[config.mk]
export PLATFORM = sky130hd
export DESIGN_NAME = h264_nal_start_code_splitter_top
export DESIGN_NICKNAME = d
export VERILOG_FILES = /design/src/hdl/nscs_pkg.sv /design/src/hdl/nscs_front.sv /design/src/hdl/nscs_queue.sv /design/src/hdl/nscs_back.sv /design/src/hdl/h264_nal_start_code_splitter_top.sv
export VERILOG_INCLUDE_DIRS = /design/src /design/src/hdl
export SDC_FILE = /design/constraint.sdc
export NUM_CORES = 1
export LEC_CHECK = 0
export BUFFER_PORTS_ARGS = -buffer_cell sky130_fd_sc_hd__buf_2
export CAP_MARGIN = 20
export CORE_ASPECT_RATIO = 1.2
export CORE_MARGIN = 2
export CORE_UTILIZATION = 55
export CTS_BUF_LIST = sky130_fd_sc_hd__clkbuf_16
export DETAILED_ROUTE_END_ITERATION = 8
export PLACE_DENSITY = 0.76
export SETUP_SLACK_MARGIN = 0.2
export SYNTH_ARGS = -nofsm -noshare
export SYNTH_HDL_FRONTEND = slang
export SYNTH_SLANG_ARGS = --single-unit
[constraint.sdc]
create_clock -name clk -period 3.48 [get_ports clk]
set_clock_uncertainty 0.1 [all_clocks]
set_input_delay 0.696 -clock clk [delete_from_list [all_inputs] [get_ports clk]]
set_output_delay 0.696 -clock clk [all_outputs]
set_load 0.05 [all_outputs]
[src/hdl/h264_nal_start_code_splitter_top_assert.svh]
// ----------------------------------------------------------------------------
// NAL splitter assertion macros
// Shared property forms for the start code splitter checks.
// ----------------------------------------------------------------------------
`ifndef H264_NAL_START_CODE_SPLITTER_TOP_ASSERT_SVH
`define H264_NAL_START_CODE_SPLITTER_TOP_ASSERT_SVH

// same-cycle implication, disabled during reset
`define NSCS_ASSERT_NOW(label, clk, rst, ante, cons) \
  label: assert property (@(posedge clk) disable iff (rst) (ante) |-> (cons)) \
    else $error("nal splitter check failed");

// next-cycle implication, disabled during reset
`define NSCS_ASSERT_NEXT(label, clk, rst, ante, cons) \
  label: assert property (@(posedge clk) disable iff (rst) (ante) |=> (cons)) \
    else $error("nal splitter check failed");

`endif

[src/hdl/nscs_pkg.sv]
// ----------------------------------------------------------------------------
// NAL splitter package
// Payload types, queue entry type and size limits.
// ----------------------------------------------------------------------------
package nscs_pkg;

  localparam int MAX_NAL_BYTES = 65536;
  localparam int PAYLOAD_LIMIT_INT =
    ((MAX_NAL_BYTES - 4) > 65535) ? 65535 : (MAX_NAL_BYTES - 4);
  localparam logic [15:0] PAYLOAD_LIMIT = 16'(PAYLOAD_LIMIT_INT);

  localparam int QUEUE_DEPTH = 4;
  localparam int QUEUE_PTR_W = $clog2(QUEUE_DEPTH);

  localparam logic CMD_DATA  = 1'b0;
  localparam logic CMD_FLUSH = 1'b1;

  localparam logic [4:0] NAL_TYPE_SLICE = 5'd1;
  localparam logic [4:0] NAL_TYPE_IDR   = 5'd5;

  typedef struct packed {
    logic       cmd;
    logic [7:0] data_byte;
  } item_t;

  typedef struct packed {
    logic [7:0]  nal_byte;
    logic        first_of_nal;
    logic        last_of_nal;
    logic [4:0]  nal_type;
    logic        is_slice;
    logic        is_keyframe;
    logic [15:0] nal_length;
  } nal_t;

  // work for the back end: keep bytes in order, then optionally close
  typedef struct packed {
    logic [1:0]      keep_count;
    logic            close;
    logic [2:0][7:0] bytes;
  } op_t;

endpackage

[src/hdl/nscs_front.sv]
// ----------------------------------------------------------------------------
// NAL splitter front end
// Lookahead window and start code detection; emits keep/close work entries.
// ----------------------------------------------------------------------------
module nscs_front
  import nscs_pkg::*;
(
  input  logic  clk,
  input  logic  rst,
  input  logic  item_valid,
  output logic  item_stall,
  input  item_t item,
  output logic  push,
  output op_t   push_op,
  input  logic  full
);

  logic [2:0][7:0] window;
  logic [1:0]      fill;
  logic            inside_nal;

  logic accept;
  logic match;
  logic op_any;

  assign item_stall = full;
  assign accept     = item_valid && !full;

  always_comb begin
    case (fill)
      2'd2:    match = (window[0] == 8'h00) && (window[1] == 8'h00);
      2'd3:    match = (window[1] == 8'h00) && (window[2] == 8'h00);
      default: match = 1'b0;
    endcase
    match = match && (item.data_byte == 8'h01);
  end

  always_comb begin
    push_op            = '0;
    push_op.bytes      = window;
    if (item.cmd == CMD_FLUSH) begin
      push_op.keep_count = inside_nal ? fill : 2'd0;
      push_op.close      = inside_nal;
    end else if (match) begin
      push_op.keep_count = (inside_nal && (fill == 2'd3) && (window[0] != 8'h00)) ?
                           2'd1 : 2'd0;
      push_op.close      = inside_nal;
    end else if (fill == 2'd3) begin
      push_op.keep_count = inside_nal ? 2'd1 : 2'd0;
    end
  end

  assign op_any = (push_op.keep_count != 2'd0) || push_op.close;
  assign push   = accept && op_any;

  always_ff @(posedge clk) begin
    if (rst) begin
      fill       <= 2'd0;
      inside_nal <= 1'b0;
    end else if (accept) begin
      if (item.cmd == CMD_FLUSH) begin
        fill       <= 2'd0;
        inside_nal <= 1'b0;
      end else if (match) begin
        fill       <= 2'd0;
        inside_nal <= 1'b1;
      end else if (fill != 2'd3) begin
        fill <= fill + 2'd1;
      end
    end
  end

  always_ff @(posedge clk) begin
    if (accept && (item.cmd == CMD_DATA) && !match) begin
      if (fill == 2'd3) begin
        window[0] <= window[1];
        window[1] <= window[2];
        window[2] <= item.data_byte;
      end else begin
        window[fill] <= item.data_byte;
      end
    end
  end

endmodule

[src/hdl/nscs_queue.sv]
// ----------------------------------------------------------------------------
// NAL splitter work queue
// Short FIFO of work entries between front and back ends.
// ----------------------------------------------------------------------------
module nscs_queue
  import nscs_pkg::*;
(
  input  logic clk,
  input  logic rst,
  input  logic push,
  input  op_t  push_op,
  output logic full,
  output logic pop_valid,
  output op_t  pop_op,
  input  logic pop
);

  op_t                    entries [QUEUE_DEPTH];
  logic [QUEUE_PTR_W-1:0] wr_ptr;
  logic [QUEUE_PTR_W-1:0] rd_ptr;
  logic [QUEUE_PTR_W:0]   count;

  logic do_push;
  logic do_pop;

  assign full      = (count == (QUEUE_PTR_W + 1)'(QUEUE_DEPTH));
  assign pop_valid = (count != '0);
  assign pop_op    = entries[rd_ptr];
  assign do_push   = push && !full;
  assign do_pop    = pop && pop_valid;

  always_ff @(posedge clk) begin
    if (rst) begin
      wr_ptr <= '0;
      rd_ptr <= '0;
      count  <= '0;
    end else begin
      if (do_push) begin
        wr_ptr <= wr_ptr + 1'b1;
      end
      if (do_pop) begin
        rd_ptr <= rd_ptr + 1'b1;
      end
      case ({do_push, do_pop})
        2'b10:   count <= count + 1'b1;
        2'b01:   count <= count - 1'b1;
        default: count <= count;
      endcase
    end
  end

  always_ff @(posedge clk) begin
    if (do_push) begin
      entries[wr_ptr] <= push_op;
    end
  end

endmodule

[src/hdl/nscs_back.sv]
// ----------------------------------------------------------------------------
// NAL splitter back end
// Steps through work entries, holds the newest kept byte, drives results.
// ----------------------------------------------------------------------------
module nscs_back
  import nscs_pkg::*;
(
  input  logic clk,
  input  logic rst,
  input  logic pop_valid,
  input  op_t  pop_op,
  output logic pop,
  output logic nal_valid,
  input  logic nal_stall,
  output nal_t nal
);

  `include "h264_nal_start_code_splitter_top_assert.svh"

  logic [7:0]  held_byte;
  logic        held_valid;
  logic [15:0] payload_count;
  logic [4:0]  current_type;
  logic [1:0]  idx;

  logic        out_free;
  logic        step;
  logic        is_keep;
  logic        room;
  logic        emit;
  logic        done;
  logic [7:0]  sel_byte;
  nal_t        result;

  assign out_free = !nal_valid || !nal_stall;
  assign step     = pop_valid && out_free;
  assign is_keep  = (idx < pop_op.keep_count);
  assign room     = (payload_count < PAYLOAD_LIMIT);
  assign emit     = step && held_valid && (!is_keep || room);
  assign done     = is_keep ? (((idx + 2'd1) == pop_op.keep_count) && !pop_op.close) : 1'b1;
  assign pop      = step && done;

  always_comb begin
    case (idx)
      2'd0:    sel_byte = pop_op.bytes[0];
      2'd1:    sel_byte = pop_op.bytes[1];
      2'd2:    sel_byte = pop_op.bytes[2];
      default: sel_byte = 8'h00;
    endcase
  end

  always_comb begin
    result.nal_byte     = held_byte;
    result.first_of_nal = (payload_count == 16'd1);
    result.last_of_nal  = !is_keep;
    result.nal_type     = current_type;
    result.is_slice     = (current_type == NAL_TYPE_SLICE) || (current_type == NAL_TYPE_IDR);
    result.is_keyframe  = (current_type == NAL_TYPE_IDR);
    result.nal_length   = payload_count;
  end

  always_ff @(posedge clk) begin
    if (rst) begin
      held_valid    <= 1'b0;
      payload_count <= 16'd0;
      current_type  <= 5'd0;
      idx           <= 2'd0;
    end else if (step) begin
      idx <= done ? 2'd0 : idx + 2'd1;
      if (is_keep) begin
        if (room) begin
          held_valid    <= 1'b1;
          payload_count <= payload_count + 16'd1;
          if (payload_count == 16'd0) begin
            current_type <= sel_byte[4:0];
          end
        end
      end else begin
        held_valid    <= 1'b0;
        payload_count <= 16'd0;
      end
    end
  end

  always_ff @(posedge clk) begin
    if (step && is_keep && room) begin
      held_byte <= sel_byte;
    end
  end

  always_ff @(posedge clk) begin
    if (rst) begin
      nal_valid <= 1'b0;
    end else if (out_free) begin
      nal_valid <= emit;
    end
  end

  always_ff @(posedge clk) begin
    if (emit) begin
      nal <= result;
    end
  end

  `NSCS_ASSERT_NOW(a_count_limit, clk, rst, 1'b1, payload_count <= PAYLOAD_LIMIT)
  `NSCS_ASSERT_NOW(a_held_counted, clk, rst, held_valid, payload_count != 16'd0)
  `NSCS_ASSERT_NOW(a_idx_range, clk, rst, pop_valid, idx <= pop_op.keep_count)
  `NSCS_ASSERT_NEXT(a_first_len, clk, rst, emit && (payload_count == 16'd1),
                    nal.first_of_nal && (nal.nal_length == 16'd1))

endmodule

[src/hdl/h264_nal_start_code_splitter_top.sv]
// ----------------------------------------------------------------------------
// H.264 Annex B NAL start code splitter
// Splits a byte stream at 00 00 01 start codes into marked NAL payload bytes.
// ----------------------------------------------------------------------------
//  channel | valid      | stall      | payload
//  input   | item_valid | item_stall | item (cmd, data_byte)
//  output  | nal_valid  | nal_stall  | nal (byte, marks, type, flags, length)
//
// One input byte per cycle is accepted while the four-entry work queue has room.
// The back end steps through each work entry one kept byte or one NAL close at a
// time while the output register is free; a flush keeps up to three bytes, then closes.
// Results leave through one output register, one per cycle at most.
// Reset is synchronous and clears window fill, NAL state, queue and output valid.
// A stall on the output holds the back end; the queue then fills and stalls input.
module h264_nal_start_code_splitter_top
  import nscs_pkg::*;
(
  input  logic  clk,
  input  logic  rst,
  input  logic  item_valid,
  output logic  item_stall,
  input  item_t item,
  output logic  nal_valid,
  input  logic  nal_stall,
  output nal_t  nal
);

  logic push;
  op_t  push_op;
  logic full;
  logic pop_valid;
  op_t  pop_op;
  logic pop;

  nscs_front u_front (
    .clk        (clk),
    .rst        (rst),
    .item_valid (item_valid),
    .item_stall (item_stall),
    .item       (item),
    .push       (push),
    .push_op    (push_op),
    .full       (full)
  );

  nscs_queue u_queue (
    .clk       (clk),
    .rst       (rst),
    .push      (push),
    .push_op   (push_op),
    .full      (full),
    .pop_valid (pop_valid),
    .pop_op    (pop_op),
    .pop       (pop)
  );

  nscs_back u_back (
    .clk       (clk),
    .rst       (rst),
    .pop_valid (pop_valid),
    .pop_op    (pop_op),
    .pop       (pop),
    .nal_valid (nal_valid),
    .nal_stall (nal_stall),
    .nal       (nal)
  );

endmodule

== Word level (Yosys, flattened, before mapping) ==
Memories as Yosys holds them, arrays and structs flattened. A register that Yosys moved wholly into a read port is not among the register bits.
Index checks and enable logic that the tools add are counted.

* Memories kept: 1
* Bits in writable memories: 108
* Output and inout bits: 35
* Register bits after elaboration: 100

{| class="wikitable"
|+ Memory list
! memory !! depth !! bits a word !! read ports !! clocked after memory_dff !! wr ports !! line !! source
|-
| u_queue.entries || 4 || 27 || 1 || 1 || 1 || nscs_queue.sv:18 || <nowiki>op_t entries [QUEUE_DEPTH];</nowiki>
|}

* Add/sub/neg operators: 7
* Order comparisons: 4
* Bitwise operators: 1
* Reductions and logical operators: 44
* Eq/ne operators: 14
* Mux-type cells: 29

{| class="wikitable"
|+ Operator list
! operator !! count
|-
| 16-bit 2-to-1 mux || 2
|-
| 24-bit bitwise mux || 1
|-
| 8-bit logical NOT || 3
|-
| 24-bit 2-to-1 mux || 1
|-
| 8-bit case mux with 3 select lines || 1
|-
| 1-bit logical AND || 19
|-
| 2-bit 2-to-1 mux || 9
|-
| 16-bit by 1-bit adder with 16-bit output, second input constant || 1
|-
| 8-bit demux with 2-bit select || 1
|-
| 16-bit by 1-bit equality test with 1-bit output, second input constant || 1
|-
| 16-bit logical NOT || 1
|-
| 16-bit less-than comparator, second input constant || 1
|-
| 1-bit 2-to-1 mux || 10
|-
| 2-bit by 1-bit adder with 2-bit output, second input constant || 4
|-
| 2-bit equality test, second input constant || 4
|-
| 8-bit by 1-bit equality test with 1-bit output, second input constant || 1
|-
| 8-bit 2-to-1 mux || 1
|-
| 8-bit nonzero test || 1
|-
| 1-bit logical NOT || 6
|-
| 3-bit case mux with 2 select lines || 1
|-
| 2-bit AND reduction || 3
|-
| 2-bit nonzero test || 3
|-
| 3-bit nonzero test || 2
|-
| 5-bit by 1-bit equality test with 1-bit output, second input constant || 1
|-
| 16 further kinds || 21
|}

== Longest topological paths before layout ==
Gate-level depths: netlist (run 1).

* Word-level depth: 12
* Gate-level depth with buffers: 14
* Depth with buffers taken out: 13

== Hierarchy ==
Synthesis (run 1) repeated with hierarchy kept, for this count alone.

* Cell total of the unflattened synthesis: 568
* Area total of the unflattened synthesis: 8757.1 µm²

{| class="wikitable"
|+ Modules (own cells, without submodules)
! module !! cells an instance !! instances !! area each (µm²)
|-
| nscs_queue || 193 || 1 || 4419.2
|-
| nscs_back || 252 || 1 || 2957.8
|-
| nscs_front || 123 || 1 || 1380.1
|}

== Least setup slack after synthesis (run 1) ==
Ideal clock, no wire load.

* Path type: register -> register
* Start point: register (tool-made name)
* End point: register u_queue.count[2]
* Slack: 0.035 ns
* Period minus slack after synthesis: 3.445 ns
* Buffers on the path: 2
* Stages on the path, launching flop included: 12
* Library setup time: 0.070 ns
* Arrival: 3.275 ns
* Path through: dfxtp_1 > buf_6 > buf_2 > mux4_2 > ha_1 > o41ai_4 > ha_1 > inv_1 > fa_1 > xor2_1 > or3_1 > a21oi_1

{| class="wikitable"
|+ RTL lines
! element !! line !! source
|-
| to (signal assigned) || nscs_queue.sv:45 || <nowiki>2'b10: count <= count + 1'b1;</nowiki>
|-
| to (signal assigned) || nscs_queue.sv:46 || <nowiki>2'b01: count <= count - 1'b1;</nowiki>
|-
| to (signal assigned) || nscs_queue.sv:47 || <nowiki>default: count <= count;</nowiki>
|-
| to (decl) || nscs_queue.sv:21 || <nowiki>logic [QUEUE_PTR_W:0] count;</nowiki>
|}

==> run metrics, run 1 <==
total core area 15000 um2; flip-flop cell with the highest count after synthesis edfxtp_1; worst setup path class flop to flop; Site Rows 49; overall overflow remaining after global route 0; classification of the worst-slack hold path flop to flop; floorplan die width 117 um; biggest area contributors in the synthesized netlist edfxtp_1 61%, dfxtp_1 8.7%, mux4_2 6.4%; clock sink count 210; number of global-route vias before repair 5014; Worst setup SP type flop; via count normalized by instance count just under 6; Port Buffers 47; Setup crit end kind flop; largest vdd supply drop between 0.3 and 0.4 mV; area growth from synthesis to layout 14.2%; Slew Limit Fails 0; Avg Synthesized Cell Area 15.4 um2; routability congestion estimate between 0.8 and 0.9; area of combinational cells with multiple inputs 2400 um2; cell with the largest stage delay on the worst path mux4_2; maximum frequency from static timing analysis 318 MHz; total design power 0.00474 W; Die Area 16500 um2; leakage power of the design 3.19 nW; vertical die dimension 140 um; initial antenna violation count 0; fraction of layout instances using a drive strength above 1 just over 20%; number of fill cells around 1.1k; CTS H-tree depth 1; share of Yosys cell area claimed by the top area cell type 61.2%; cell breakdown of the critical path mux4_2 > inv_1 > ha_1 > nor2b_4 > o211ai_1 > o41ai_4 > ha_2 > inv_1 > fa_1 > xor2_1 > or3_1 > a21oi_2; global routing usage summed across all routing layers 19.6%; Final period util 90.4%; drt pass-1 iters 5; count of flip-flops with a built-in enable after synthesis 173; Worst slew margin 59.5%; hold slack final 0.321 ns; run status completed; first-pass GRT wire length around 26000 um; Post-Synthesis Cells 551; Max-cap violations 0; clock buffer depth 3; register area 5940 um2; Initial Utilization 56.5%; dominant cell type by area after synthesis edfxtp_1; most frequent cells in the layout 173 x edfxtp_1, 47 x buf_2, 36 x nand2_1, 36 x dfxtp_1, 25 x nor2_1; number of nets with antenna violations after routing 0; RSZ-0062 raised after global routing false; sequential cell area fraction in the yosys report between 60% and 70%; number of buffers inserted for hold repair after clock tree synthesis 0; flip-flop and latch count after synthesis 210; ANT cells 0; # setup viols final 0; pin count of the biggest net entering global routing 34; Final Critical Period 3.15 ns; WHS Path Cells 0; critical path data arrival time about 3.5 ns; Synth async-reset ratio 0%; total power density per cell area 489 nW/um2; Reg2Reg Depth 12; Cell Area, Synth 8490 um2; cell mode on critical path inv_1; Setup TNS Final 0 ns; worst-path maximum fanout 5; number of ports placed on the die boundary 48; number of vias after detailed routing 4897; worst-case setup margin in the final layout 0.333 ns; clock tree from TritonCTS yes; hpwl dp slightly above 10000 um; Distinct cells, synth 49; DR DRC count 0; Reg clk slew, reported paths around 0.060 ns; Final Hold Viols 0; Placement Setup Slack 0.180 ns; most frequent standard cell in the layout excluding fill and tap cells edfxtp_1; Clock Latency Late Sink just under 0.5 ns; total wirelength of the detailed-routed design 15800 um; start point of the worst hold path u_back.held_byte[3]; WL per Instance 19.0 um; number of nets in the synthesized netlist approximately 580; CP peak stage delay 0.53 ns; clock buffer count from CTS 20; clock root buffer clkbuf_16; initial detailed-routing violation count between 400 and 500; yosys warns 0; transition at the pin with the smallest max-transition slack 0.606 ns; CP required approximately 3.8 ns; Total Nets Final 644
-- area by class of cell --
| cell class | instances | share of cell area (%) |
|---|---|---|
| inverter | 17 | 0.658 |
| clock inverter | 15 | 0.812 |
| clock buffer | 21 | 5.42 |
| sequential | 210 | 61.2 |
| timing repair buffer | 67 | 4.49 |
| tap | 204 | 2.63 |
| multi-input combinational | 296 | 24.8 |
-- per-stage QoR --
step | utilization, % | cells | cell area [um2]
after detailed placement | 60.2 | 792 | 9050
after global placement | 60.2 | 792 | 9050
final | 64.6 | 830 | 9700
after global routing | 64.6 | 830 | 9700
after floorplan | - | 551 | 8500
after CTS | 64.3 | 828 | 9660
-- where the power goes --
| part | switching, W | internal, W |
|---|---|---|
| Clock | 0.000873 | 0.00110 |
| Sequential | 0.0000130 | 0.00270 |
| Combinational | 0.0000367 | 0.0000232 |
| Total | 0.000923 | 0.00382 |
-- cell families (layout without fill, tap and decap cells) --
group           Yosys count  count (layout)  share of synthesized area, %
compound gates           87              87                          6.98
xor+xnor                  5               5                         0.516
fa+ha+maj                19              19                          2.89
buf+inv                  45             120                          2.19
flops                   210             210                          69.9
mux                      30              30                          7.66
simple gates            155             155                          9.87
-- worst paths after layout --
path	to	slack (ns)
worst max register to register	u_queue.count[2]	0.33
worst min register to register	u_back.nal[28]	0.32
worst min-delay path	u_back.nal[28]	0.32
worst max-delay path	u_queue.count[2]	0.33
-- flip-flops by register name, indices dropped and copies added, names as in the netlist, 3 cells and up, named ones only --
| register | count |
|---|---|
| u_back.nal | 33 |
| u_back.current_type | 5 |
| u_back.payload_count | 16 |
| u_front.push_op | 24 |
| u_queue.count | 3 |
| u_back.held_byte | 8 |
| u_queue.entries | 108 |
-- synthesized netlist by cell type, types with 2 or more instances --
| cell type | instances |
|---|---|
| edfxtp_1 | 173 |
| dfxtp_1 | 37 |
| nand2_1 | 36 |
| nor2_1 | 25 |
| a21oi_1 | 24 |
| mux4_2 | 24 |
| o21ai_0 | 20 |
| ha_1 | 18 |
| clkbuf_1 | 17 |
| inv_1 | 17 |
| nor4_1 | 15 |
| nor3_1 | 13 |
| nor2b_1 | 11 |
| a211oi_1 | 8 |
| a22o_1 | 8 |
| and2_1 | 8 |
| nand4_1 | 8 |
| and3_1 | 7 |
| nand3_1 | 6 |
| a222oi_1 | 5 |
| a31oi_1 | 5 |
| buf_2 | 5 |
| nand2b_1 | 5 |
| or3_1 | 5 |
| a22oi_1 | 4 |
| buf_1 | 4 |
| nand4b_1 | 4 |
| a41oi_1 | 3 |
| mux4_1 | 3 |
| nor4b_1 | 3 |
| or4_1 | 3 |
| xor2_1 | 3 |
| a221o_1 | 2 |
| a31o_2 | 2 |
| and4_1 | 2 |
| mux2i_1 | 2 |
| nand3b_1 | 2 |
| o211ai_1 | 2 |
| xnor2_1 | 2 |
-- critical path: cells and delay by family, from the launching register on --
kind | cells | cell delay [ns]
simple gates | 2 | 0.52
compound gates | 3 | 0.44
xor+xnor | 1 | 0.15
buf+inv | 2 | 0.14
mux | 1 | 0.53
fa+ha+maj | 3 | 0.81
flops | 1 | 0.37
-- layer usage --
metal	routed length [um]	global-route usage, %	vias up
met3	739	2.73	26
li1	-	-	2286
met5	0	0	-
met4	259	5.77	0
met1	6300	23.9	2440
met2	8500	36.4	145
-- repair_timing --
| item | CTS | global route |
|---|---|---|
| endpoints found under the setup margin | 1 | 1 |
| resized for setup | 2 | 8 |
| setup buffers | 0 | 2 |
| pin swaps | 0 | 2 |
Power figures use the tool's default switching activity.
==> run 2: changes to the inputs <==
--- a/config.mk
+++ b/config.mk
@@ -11,7 +11,6 @@
 export CORE_ASPECT_RATIO = 1.2
 export CORE_MARGIN = 2
 export CORE_UTILIZATION = 55
-export CTS_BUF_LIST = sky130_fd_sc_hd__clkbuf_16
 export DETAILED_ROUTE_END_ITERATION = 8
 export PLACE_DENSITY = 0.76
 export SETUP_SLACK_MARGIN = 0.2
==> run 2 against run 1 <==
Clock power barely moved; cell count unchanged; sequential cell count is the same; hold slack lost 0.0023 ns; power grew 0.75%; die area unchanged; maximum frequency rose by 0.12%; critical path depth shrank 3; non-clock buffer count unchanged.
==> run metrics, run 2 (same netlist as run 1, synthesis figures left out) <==
Setup crit end kind flop; kind of cell adding the most delay to the critical path adder cells; global routing usage summed across all routing layers 19.8% (+0.19 points); Final Critical Period 3.14 ns (-0.00389 ns); total core area 15000 um2 (unchanged); Site Rows 49 (unchanged); maximum frequency from static timing analysis 318 MHz (+0.12%); DR DRC count 0 (unchanged); number of global-route vias before repair 5030 (+0.32%); worst-case setup margin in the final layout 0.337 ns (+0.00389 ns); Die Area 16500 um2 (unchanged); overall overflow remaining after global route 0 (unchanged); classification of the worst-slack hold path flop to flop; drt pass-1 iters 5 (unchanged); first-pass GRT wire length 25900 um (+0.70%); Final period util 90.3% (-0.11 points); vertical die dimension 140 um (unchanged); most frequent cells in the layout 173 x edfxtp_1, 47 x buf_2, 36 x nand2_1, 36 x dfxtp_1, 25 x nor2_1; CP required 3.79 ns (about the same); Final Hold Viols 0 (unchanged); Port Buffers 47 (unchanged); RSZ-0062 raised after global routing false; number of vias after detailed routing 4870 (-0.55%); Total Nets Final 644 (unchanged); ANT cells 0 (unchanged); leakage power of the design 3.18 nW (-0.32%); number of ports placed on the die boundary 48 (unchanged); Setup TNS Final 0 ns (unchanged); max FFs per register 108 (unchanged); total power density per cell area 492 nW/um2 (+0.60%); Worst slew margin 59.9% (+0.38 points); hpwl dp 10300 um (unchanged); CTS H-tree depth 1 (unchanged); pin count of the biggest net entering global routing 34 (unchanged); initial antenna violation count 0 (unchanged); fraction of layout instances using a drive strength above 1 20.9% (+0.16 points); clock sink count 210 (unchanged); # setup viols final 0 (unchanged); Biggest register u_queue.entries; run status completed; clock root buffer clkbuf_16; routability congestion estimate 0.869 (unchanged); total wirelength of the detailed-routed design 15900 um (+0.47%); worst-path maximum fanout 5 (unchanged); Initial Utilization 56.5% (unchanged); critical path data arrival time 3.45 ns (about the same); via count normalized by instance count 5.87 (-0.55%); clock tree from TritonCTS yes; worst setup path class flop to flop; Worst setup SP type flop; WL per Instance 19.1 um (+0.47%); area growth from synthesis to layout 14.4%; clock buffer count from CTS 20 (unchanged); Clock Latency Late Sink 0.49 ns (about the same); largest vdd supply drop 0.335 mV (+0.79%); number of nets with antenna violations after routing 0 (unchanged); Reg clk slew, reported paths 0.06 ns (about the same); CP peak stage delay 0.53 ns (about the same); cell with the largest stage delay on the worst path mux4_2; floorplan die width 117 um (unchanged); cell breakdown of the critical path mux4_2 > ha_4 > o41ai_4 > ha_2 > inv_1 > fa_1 > xor2_1 > or3_1 > a21oi_1; final core occ 64.7% (+0.092 points); CP bufs+invs 1 (-1); clock buffer depth 3 (unchanged); Max-cap violations 0 (unchanged); Placement Setup Slack 0.180 ns (unchanged); transition at the pin with the smallest max-transition slack 0.600 ns (-0.00569 ns); most frequent standard cell in the layout excluding fill and tap cells edfxtp_1; Slew Limit Fails 0 (unchanged); initial detailed-routing violation count 356 (-13%)
-- run 2: cell count changes in the layout (fill, tap and decap cells not counted), sizes merged --
cell / previous run / this run
clkbuf: 21 / 24
inv: 19 / 17
clkinv: 11 / 10
-- run 2: metrics by stage --
step | power (W) | cell area (um2) | hold WS [ns] | std cells
after CTS | 0.00481 | 9660 | 0.324 | 828
after global placement | 0.00282 | 9050 | 0.306 | 792
after global routing | 0.00492 | 9720 | 0.339 | 830
after detailed placement | 0.00283 | 9050 | 0.309 | 792
final | 0.00478 | 9720 | 0.319 | 830
after floorplan | 0.00280 | 8500 | 0.300 | 551
-- run 2: path summary, 6_finish.rpt --
path	start	endpoint	slack (ns)	depth (start not counted)
setup / recovery	flop	u_queue.count[2]	0.34	9
hold / removal	u_back.held_byte[3]	u_back.nal[28]	0.32	0
setup reg to reg	flop	u_queue.count[2]	0.34	9
hold reg to reg	u_back.held_byte[3]	u_back.nal[28]	0.32	0
-- run 2: layout make-up --
class                   instances  area [um2]
fillers                      1039        5300
clock buffers                  24         547
inverters                      17        63.8
multi-input cells             296        2410
clock inverters                12        67.6
repair buffers                 67         435
flip-flops and latches        210        5940
well taps                     204         255
-- run 2: worst reg2reg max path, cell delays in order, from the launching register on --
cell and delay [ns]:
dfxtp_4 0.37, mux4_2 0.53, ha_4 0.24, o41ai_4 0.48, ha_2 0.28, inv_1 0.05
fa_1 0.36, xor2_1 0.15, or3_1 0.32, a21oi_1 0.17
-- run 2: routing by layer --
layer | up-vias | wire [um] | track usage [%]
met5 | - | 0 | 0
met4 | 0 | 218 | 5.14
met3 | 22 | 757 | 2.93
met2 | 147 | 8550 | 37.0
met1 | 2421 | 6340 | 24.1
li1 | 2280 | - | -
-- run 2: what timing repair did --
item	4_1_cts	5_1_grt
hold buffers	0	0
gates resized for setup	0	9
buffers inserted	0	2
setup endpoints to repair	0	1
-- run 2: power by group --
part	switching (W)	internal [W]
Sequential	0.0000133	0.00270
Combinational	0.0000366	0.0000232
Clock	0.000880	0.00112
Total	0.000930	0.00385
==> run 3: changes to the inputs <==
--- a/config.mk
+++ b/config.mk
@@ -13,6 +13,7 @@
 export CORE_UTILIZATION = 55
 export DETAILED_ROUTE_END_ITERATION = 8
 export PLACE_DENSITY = 0.76
+export RECOVER_POWER = 50
 export SETUP_SLACK_MARGIN = 0.2
 export SYNTH_ARGS = -nofsm -noshare
 export SYNTH_HDL_FRONTEND = slang
==> run 3 against run 2 <==
Non-clock buffer count unchanged; global-route usage unchanged; clock power about the same; wire length about the same; cell area down 0.71%; critical path depth up 3; setup slack worse by 0.027 ns.
==> run metrics, run 3 (same netlist as run 1, synthesis figures left out) <==
most frequent standard cell in the layout excluding fill and tap cells edfxtp_1; cell with the largest stage delay on the worst path mux4_2; Total Nets Final 644 (unchanged); Biggest register u_queue.entries; Initial Utilization 56.5% (unchanged); Non-Filler Instances 830 (unchanged); number of ports placed on the die boundary 48 (unchanged); CP peak stage delay 0.53 ns (about the same); most frequent cells in the layout 173 x edfxtp_1, 42 x clkbuf_1, 36 x nand2_1, 36 x dfxtp_1, 25 x nor2_1; total core area 15000 um2 (unchanged); number of global-route vias before repair 5030 (unchanged); Seq pwr share 56.9% (about the same); Reg clk slew, reported paths 0.06 ns (about the same); total wirelength of the detailed-routed design 15900 um (about the same); Site Rows 49 (unchanged); Final Hold Viols 0 (unchanged); initial antenna violation count 0 (unchanged); largest vdd supply drop 0.336 mV (+0.54%); classification of the worst-slack hold path flop to flop; clock tree from TritonCTS yes; internal power consumption 0.00385 W (about the same); global routing usage summed across all routing layers 19.8% (unchanged); fraction of layout instances using a drive strength above 1 14.2% (-6.7 points); area growth from synthesis to layout 13.6%; number of placed instances with taps included 792 (unchanged); number of nets with antenna violations after routing 0 (unchanged); CP required 3.79 ns (about the same); clock root buffer clkbuf_16; max FFs per register 108 (unchanged); number of vias after detailed routing 4901 (+0.64%); clock network power share 41.9% (about the same); routability congestion estimate 0.869 (unchanged); drt pass-1 iters 5 (unchanged); Die Area 16500 um2 (unchanged); Clock Latency Late Sink 0.49 ns (about the same); cell breakdown of the critical path mux4_2 > inv_1 > ha_1 > nor2b_1 > o211ai_1 > o41ai_4 > ha_2 > inv_1 > fa_1 > xor2_1 > or3_1 > a21oi_1; clock sink count 210 (unchanged); switching fraction of total power 19.4% (-0.035 points); cell mode on critical path inv_1; pin count of the biggest net entering global routing 34 (unchanged); total design power 0.00478 W (about the same); worst-path maximum fanout 5 (unchanged); leakage power of the design 3.09 nW (-2.8%); vertical die dimension 140 um (unchanged); Final period util 91.1% (+0.78 points); initial detailed-routing violation count 368 (+3.4%); Setup crit end kind flop; ANT cells 0 (unchanged); clock buffer count from CTS 20 (unchanged); transition at the pin with the smallest max-transition slack 0.914 ns (+0.314 ns); Max-cap violations 0 (unchanged); Worst setup SP type flop; Port Buffers 47 (unchanged); CP bufs+invs 2 (+1); CTS H-tree depth 1 (unchanged); worst setup path class flop to flop; first-pass GRT wire length 25900 um (unchanged); critical path data arrival time 3.48 ns (+0.03 ns); total power density per cell area 495 nW/um2 (+0.63%); DR DRC count 0 (unchanged); WL per Instance 19.1 um (about the same); hold slack final 0.319 ns (-0.000107 ns); clock buffer depth 3 (unchanged); hpwl dp 10300 um (unchanged); Worst slew margin 39.1% (-21 points); via count normalized by instance count 5.90 (+0.64%); number of buffers inserted for hold repair after clock tree synthesis 0 (unchanged); kind of cell adding the most delay to the critical path adder cells; Slew Limit Fails 0 (unchanged); Final Critical Period 3.17 ns (+0.0272 ns); Combinational Power Share 1.2% (about the same); run status completed; overall overflow remaining after global route 0 (unchanged); floorplan die width 117 um (unchanged); # setup viols final 0 (unchanged); maximum frequency from static timing analysis 315 MHz (-0.86%); Setup TNS Final 0 ns (unchanged); RSZ-0062 raised after global routing false; Net Sw Power 0.000928 W (-0.26%)
-- run 3: metal layers --
metal / GRT usage (%) / up-vias / wire, um
li1: - / 2284 / -
met1: 24.1 / 2424 / 6240
met2: 37.0 / 165 / 8530
met3: 2.93 / 28 / 865
met4: 5.14 / 0 / 231
met5: 0 / - / 0
-- run 3: repair_timing --
action                                  in CTS  in global routing
endpoints found under the setup margin       0                  1
hold endpoints to repair                     0                  0
setup buffers                                0                  2
resized for setup                            0                  9
-- run 3: worst paths after layout --
kind / startpoint / endpoint / slack, ns / depth (start not counted)
max: flop / u_queue.count[2] / 0.31 / 12
min reg2reg: u_back.held_byte[3] / u_back.nal[28] / 0.32 / 0
min: u_back.held_byte[3] / u_back.nal[28] / 0.32 / 0
max reg2reg: flop / u_queue.count[2] / 0.31 / 12
-- run 3: through the flow --
stage	utilization (%)	area, um2	setup WS, ns
after floorplan	-	8500	0.272
after global placement	60.2	9050	0.304
after detailed placement	60.2	9050	0.180
after CTS	64.3	9660	0.221
after global routing	64.2	9650	0.0893
final	64.2	9650	0.310
-- run 3: power by group through the flow --
stage	Clock, W	Combinational [W]	Sequential (W)
2_1_floorplan	0	0.0000357	0.00276
3_3_place_gp	0	0.0000564	0.00277
3_5_place_dp	0	0.0000591	0.00277
4_1_cts	0.00204	0.0000598	0.00272
5_1_grt	0.00214	0.0000648	0.00272
6_report	0.00200	0.0000582	0.00272
-- run 3: layout make-up --
type / count / area, um2
inverters: 17 / 63.8
flip-flops and latches: 210 / 5940
multi-input cells: 296 / 2400
fillers: 1075 / 5370
repair buffers: 67 / 370
clock buffers: 24 / 547
well taps: 204 / 255
clock inverters: 12 / 67.6
